--- config.mk ---
export PLATFORM = sky130hd
export DESIGN_NAME = lphm_front
export DESIGN_NICKNAME = d
export VERILOG_FILES = /design/src/hdl/lphm_pkg.sv /design/src/hdl/lphm_front.sv
export SDC_FILE = /design/constraint.sdc
export NUM_CORES = 1
export LEC_CHECK = 0
export BUFFER_PORTS_ARGS = -buffer_cell sky130_fd_sc_hd__buf_2
export CAP_MARGIN = 10
export CORE_UTILIZATION = 50
export CTS_BUF_LIST = sky130_fd_sc_hd__clkbuf_4
export DETAILED_ROUTE_END_ITERATION = 16
export PLACE_DENSITY = 0.76
export RECOVER_POWER = 25
export SYNTH_ARGS = -nofsm -noshare
export SYNTH_HDL_FRONTEND = slang
export SYNTH_SLANG_ARGS = --single-unit
--- constraint.sdc ---
create_clock -name clk_i -period 14.85 [get_ports clk_i]
set_input_delay 4.455 -clock clk_i [delete_from_list [all_inputs] [get_ports clk_i]]
set_output_delay 4.455 -clock clk_i [all_outputs]
set_load 0.01 [all_outputs]
--- src/hdl/lphm_pkg.sv ---
`timescale 1ns / 1ps
`default_nettype none
// ----------------------------------------------------------------------------
// lphm_pkg
// shared types and constants of the linear probe hash map
// ----------------------------------------------------------------------------
package lphm_pkg;

  localparam int MAX_SLOTS_LOG_DEF = 8;
  localparam int KEY_BITS_DEF      = 32;
  localparam int VALUE_BITS_DEF    = 64;

  localparam logic [3:0] INIT_CAP_LOG_RST = 4'd3;

  localparam logic [1:0] ACT_SET  = 2'd0;
  localparam logic [1:0] ACT_LOOK = 2'd1;
  localparam logic [1:0] ACT_REM  = 2'd2;

  localparam logic [1:0] ST_DONE   = 2'd0;
  localparam logic [1:0] ST_ABSENT = 2'd1;
  localparam logic [1:0] ST_FULL   = 2'd2;

  typedef enum logic [1:0] {
    OP_SET,
    OP_LOOK,
    OP_REM,
    OP_NOP
  } op_e;

  typedef struct packed {
    logic [1:0]  action;
    logic [31:0] key;
    logic [31:0] key_hash;
    logic [63:0] value;
  } in_item_t;

  typedef struct packed {
    logic        found;
    logic [63:0] read_value;
    logic [1:0]  status;
    logic [8:0]  live_entries;
  } out_item_t;

  typedef struct packed {
    op_e         op;
    logic [31:0] key;
    logic [31:0] key_hash;
    logic [63:0] value;
  } cmd_t;

  typedef struct packed {
    logic clearing;
  } eng_status_t;

endpackage
`default_nettype wire

--- src/hdl/lphm_front.sv ---
`timescale 1ns / 1ps
`default_nettype none
// ----------------------------------------------------------------------------
// lphm_front
// accepts items, decodes the action and queues commands for the engine
// ----------------------------------------------------------------------------
module lphm_front (
  input  wire logic                  clk_i,
  input  wire logic                  rst_ni,
  input  wire logic                  push,
  output logic                       full,
  input  wire lphm_pkg::in_item_t    in_item_i,
  input  wire lphm_pkg::eng_status_t eng_status_i,
  output logic                       cmd_valid_o,
  output lphm_pkg::cmd_t             cmd_o,
  input  wire logic                  cmd_take_i
);
  import lphm_pkg::*;

  cmd_t       q_q [2];
  logic       wp_q, rp_q;
  logic [1:0] cnt_q;
  cmd_t       dec;
  logic       acc;

  always_comb begin
    dec.key      = in_item_i.key;
    dec.key_hash = in_item_i.key_hash;
    dec.value    = in_item_i.value;
    unique case (in_item_i.action)
      ACT_SET:  dec.op = OP_SET;
      ACT_LOOK: dec.op = OP_LOOK;
      ACT_REM:  dec.op = OP_REM;
      default:  dec.op = OP_NOP;
    endcase
  end

  assign full        = (cnt_q == 2'd2) || eng_status_i.clearing;
  assign acc         = push && !full;
  assign cmd_valid_o = (cnt_q != 2'd0);
  assign cmd_o       = q_q[rp_q];

  always_ff @(posedge clk_i) begin
    if (acc) begin
      q_q[wp_q] <= dec;
    end
  end

  always_ff @(posedge clk_i or negedge rst_ni) begin
    if (!rst_ni) begin
      wp_q  <= 1'b0;
      rp_q  <= 1'b0;
      cnt_q <= 2'd0;
    end else begin
      if (acc) wp_q <= ~wp_q;
      if (cmd_take_i) rp_q <= ~rp_q;
      cnt_q <= cnt_q + {1'b0, acc} - {1'b0, cmd_take_i};
    end
  end

endmodule
`default_nettype wire

* Yosys cells after proc, flatten, opt, wreduce, memory -nomap -nowiden *
Memories as Yosys holds them, arrays and structs flattened.
Cells that the tools add are included.

operators by class
  add/subtract/negate cells = 2
  equality and inequality tests = 3
  mux-type cells = 3
  bitwise operators = 2
  reductions and logical operators = 5

operators by type and width
  operator              number
  $pmux W2 S3           1
  $eq A2 B2 Y1 const B  2
  $add A2 B1 Y2         1
  $eq A2 B1 Y1 const B  1
  $logic_not A2 Y1      1
  $mux W1               2
  $not A1 Y1            2
  $reduce_bool A2 Y1    1
  $sub A2 B1 Y2         1
  $logic_and A1 B1 Y1   1
  $logic_not A1 Y1      1
  $logic_or A1 B1 Y1    1

storage, ports and cells
  register bits = 4
  RAM bits = 260
  input bits = 135
  output and inout port bits = 132
  word-level logic and storage cells = 19
  memories kept = 1

memories
  memory  depth  width  rd ports  clocked after Yosys merged registers in  wr ports  RTL line          source
  q_q     2      130    1         0                                        1         lphm_front.sv:20  cmd_t q_q [2];

* Depth between registers and ports, before layout *
  word-level depth = 6
  mapped depth = 7
  depth with buffers taken out = 7

* Least setup slack after synthesis *
Ideal clock, no wire load.

  path kind = input-to-reg
  start point = input port eng_status_i
  end point = memory q_q[0][0] (netlist name), enable pin
  setup time = 621 ps
  arrival = 10104 ps
  data required time = 14229 ps
  setup slack = 4125 ps
  stages = 2
  path buffers = 0
  path through = nand3b_1 -> nor2_1

between the ends
  longest elaborated chain between the ends = 5

RTL lines
  item                           RTL line          source
  from (decl)                    lphm_front.sv:13  input wire lphm_pkg::eng_status_t eng_status_i,
  $logic_or A1 B1 Y1             lphm_front.sv:38  assign full = (cnt_q == 2'd2) || eng_status_i.clearing;
  $logic_not A1 Y1               lphm_front.sv:39  assign acc = push && !full;
  $logic_and A1 B1 Y1            lphm_front.sv:39
  $mux W1                        lphm_front.sv:44  if (acc) begin
  $mux W1 (not written as such)  lphm_front.sv:45  q_q[wp_q] <= dec;
  to (decl)                      lphm_front.sv:20

No other way between the ends.

* Worst setup path in the final report *
  start point = input port eng_status_i
  end point = output port full

between the ends
  longest elaborated chain between the ends = 1

RTL lines
  item                RTL line          source
  $logic_or A1 B1 Y1  lphm_front.sv:38
  to (decl)           lphm_front.sv:11  output logic full,

No other way between the ends.

==> flow_metrics.env <==
export IMPL_die_area_um2=20500
export IMPL_globalRouteOverflowTotal=0
export IMPL_total_switching_power_uw=586
export IMPL_synthArstFlopShare_pct=1.52
export IMPL_tritoncts="built"
export IMPL_grt_util_all_layers_pct=17.0
export IMPL_postCtsSetupBuffers=0
export IMPL_syn_area_um2=9970
export IMPL_synthFlopType="sky130_fd_sc_hd__edfxtp_1"
export IMPL_worst_clock_skew_ns=0.0180
export IMPL_detailedPlace_worstSlack_ns=5.57
export IMPL_worst_hold_path_type="flip-flop to flip-flop"
export IMPL_top_level_ports=267
export IMPL_core_rowCount=51
export IMPL_drtAntennaViolNets=0
export IMPL_netlist_cell_type_count=16
export IMPL_drc=0
export IMPL_number_of_buffers_between_clock_root_and_the_deepest_sink=3
export IMPL_cts_reportedPaths_clkPinSlew_ns=0.06
export IMPL_holdPathStages=1
export IMPL_synthesis_area_per_instance_um2=23.4
export IMPL_synthesis_nets=562
export IMPL_ys_ff_latch=264
export IMPL_r2r_end="q_q[0][82]$_DFFE_PP_"
export IMPL_grt_start_max_net_pins=74
export IMPL_rr_startpoint="cnt_q[1]$_DFF_PN0_"
export IMPL_dieWidth_um=143
export IMPL_cts_buffers_inserted=61
export IMPL_dr_first_iter_drc_count=211
export IMPL_antenna_found_initial=0
export IMPL_p_comb_share_pct=29.4
export IMPL_final_max_slew_viol_count=0
export IMPL_post_synth_main_area_contributors="sky130_fd_sc_hd__edfxtp_1 (78%), sky130_fd_sc_hd__mux2_4 (14%), sky130_fd_sc_hd__mux2_2 (4.5%)"
export IMPL_worst_r2r_path_depth=5
export IMPL_tightestPinTransition_ns=1.04
export IMPL_cts_resized=0
export IMPL_drt_total_wl_um=17600
export IMPL_relSlewSlack_pct=30.9
export IMPL_relative_contribution_of_the_clock_network_to_total_power_pct=25.0
export IMPL_route_detailed_vias_per_inst=4.83
export IMPL_status="finished clean"
export IMPL_accumulated_negative_setup_slack_ns=0
export IMPL_insertion_delay_ns=0.64
export IMPL_detailroute_via_count=5066
export IMPL_yosys_cell_count_top_type="sky130_fd_sc_hd__edfxtp_1"
export IMPL_worst_path_max_fanout=2
export IMPL_globalplace_congestion=0.724
export IMPL_data_required_time_of_the_worst_path_ns=10.39
export IMPL_cts_root_buf="sky130_fd_sc_hd__clkbuf_4"
export IMPL_area_share_of_the_leading_cell_type_in_the_synthesized_netlist_pct=78.3
export IMPL_unrepaired_setup_endpoints_after_global_routing="false"
export IMPL_static_leakage_power_nw=4.79
export IMPL_n_antenna_cell=0
export IMPL_type_of_the_setup_path_with_the_least_slack="primary input to output pin"
export IMPL_die_height_um=143
export IMPL_finalSetupViolations=0
export IMPL_total_of_warnings_raised_by_yosys=0
export IMPL_seq_power_share_pct=45.6
export IMPL_layout_area_overhead_vs_synth_pct=22.6
export IMPL_cts_sink_count=264
export IMPL_via_count_of_the_first_global_routing_pass=5309
export IMPL_synthCells=425
export IMPL_netlist_top_cell_by_area="sky130_fd_sc_hd__edfxtp_1"
export IMPL_report_final_hold_viol_count=0
export IMPL_worstPathArrival_ns=4.82
export IMPL_dp_hpwl_um=11600
export IMPL_worstSetupEndpointType="output pin"
export IMPL_critical_path_startpoint_type="primary input"
export IMPL_min_delay_start="wp_q$_DFFE_PN0P_"
export IMPL_layout_setup_ws_ns=5.58
export IMPL_fmaxAchievable_mhz=108
export IMPL_vdd_ir_drop_worst_mv=0.111
export IMPL_layout_min_cycle_time_ns=9.27
export IMPL_synth_edff_count=260
export IMPL_holdWs_ns=0.549
export IMPL_reg2reg_slack_ns=11.97
export IMPL_synth_common_cells="sky130_fd_sc_hd__edfxtp_1 (260), sky130_fd_sc_hd__mux2_4 (90), sky130_fd_sc_hd__mux2_2 (40), sky130_fd_sc_hd__buf_6 (10)"
export IMPL_initial_core_utilization_pct=51.0
export IMPL_power_density_nw_per_um2=172
export IMPL_cellInternalPower_mw=1.52
export IMPL_finalCoreUtilization_pct=62.6
export IMPL_number_of_port_buffers=266
export IMPL_hold_path_end="wp_q$_DFFE_PN0P_"
export IMPL_routedWlPerCell_um=16.8
export IMPL_drt_pass1_iter_count=4
export IMPL_min_period_over_period_pct=62.5
export IMPL_post_layout_total_power_mw=2.10
export IMPL_cts_hold_buffers_added=0
export IMPL_placeableCoreArea_um2=19500
export IMPL_h_tree_depth=2
export IMPL_count_of_max_cap_constraint_violations=0
export IMPL_synth_yosys_seq_area_share_pct=79.3
export IMPL_drive_above_1_share_pct=59.3
export IMPL_first_pass_grt_wire_length_um=26300
export IMPL_switching_share_pct=27.9
export IMPL_layout_nets=880
## cells in the final DEF (no fill, tap or decap), types with 2 or more instances in the layout
cell type / instances
sky130_fd_sc_hd__edfxtp_1: 260
sky130_fd_sc_hd__buf_2: 232
sky130_fd_sc_hd__mux2_4: 90
sky130_fd_sc_hd__clkbuf_4: 89
sky130_fd_sc_hd__mux2_2: 40
sky130_fd_sc_hd__clkbuf_1: 33
sky130_fd_sc_hd__clkinv_1: 11
sky130_fd_sc_hd__buf_4: 6
sky130_fd_sc_hd__xnor2_1: 3
sky130_fd_sc_hd__clkinv_2: 3
sky130_fd_sc_hd__dfrtp_1: 3
sky130_fd_sc_hd__nand2b_1: 2
sky130_fd_sc_hd__inv_1: 2
sky130_fd_sc_hd__nor2_4: 2
sky130_fd_sc_hd__ha_1: 2
## metal layers
metal / wire [um] / track usage, %
met2: 8970 / 28.6
met5: 0 / 0
met1: 6690 / 18.9
met4: 381 / 7.58
met3: 1590 / 6.98
## layout make-up
cell class / instances / area [um^2]
Inverter: 2 / 7.51
Sequential cell: 264 / 7910
Tap cell: 265 / 332
Multi-Input combinational cell: 142 / 1910
Fill cell: 1481 / 7300
Clock buffer: 89 / 668
Clock inverter: 15 / 60.1
Timing Repair Buffer: 272 / 1330
## metrics by stage
stage	cell area, um^2	std cells
5_1_grt	12200	1049
6_report	12200	1049
3_5_place_dp	11500	945
4_1_cts	12300	1049
3_3_place_gp	11500	945
2_1_floorplan	9970	425
## worst max-delay path, stage by stage
cell and delay, ns:
sky130_fd_sc_hd__buf_2 0.10, sky130_fd_sc_hd__nand2b_1 0.13, sky130_fd_sc_hd__buf_2 0.14
## registers in the layout, indices dropped and copies added (netlist names)
register  count
rp_q          1
q_q         260
wp_q          1
cnt_q         2
## cells by family (layout without fill, tap and decap cells)
logic type	Yosys count	in the layout	share of synthesized area [%]
buf+inv	19	378	1.63
mux	130	130	18.1
flops	264	264	79.3
fa+ha+maj	2	2	0.251
simple gates	6	6	0.339
xor+xnor	4	4	0.352
## how the worst max path moves through the flow
stage                 start             endpoint  slack (ns)
2_1_floorplan  eng_status_i  q_q[0][0]$_DFFE_PP_        4.12
3_3_place_gp   eng_status_i                 full        5.58
3_5_place_dp   eng_status_i                 full        5.57
4_1_cts        eng_status_i                 full        5.58
5_1_grt        eng_status_i                 full        5.54
6_report       eng_status_i                 full        5.58
## power by group through the flow
stage          Sequential [mW]  Clock [mW]  Combinational, mW
2_1_floorplan            0.978           0              0.455
3_3_place_gp             0.969           0              0.619
3_5_place_dp             0.976           0              0.629
4_1_cts                  0.960       0.547              0.631
5_1_grt                  0.967       0.584              0.665
6_report                 0.959       0.526              0.619
Note: power is estimated with default switching activity, not from simulation.
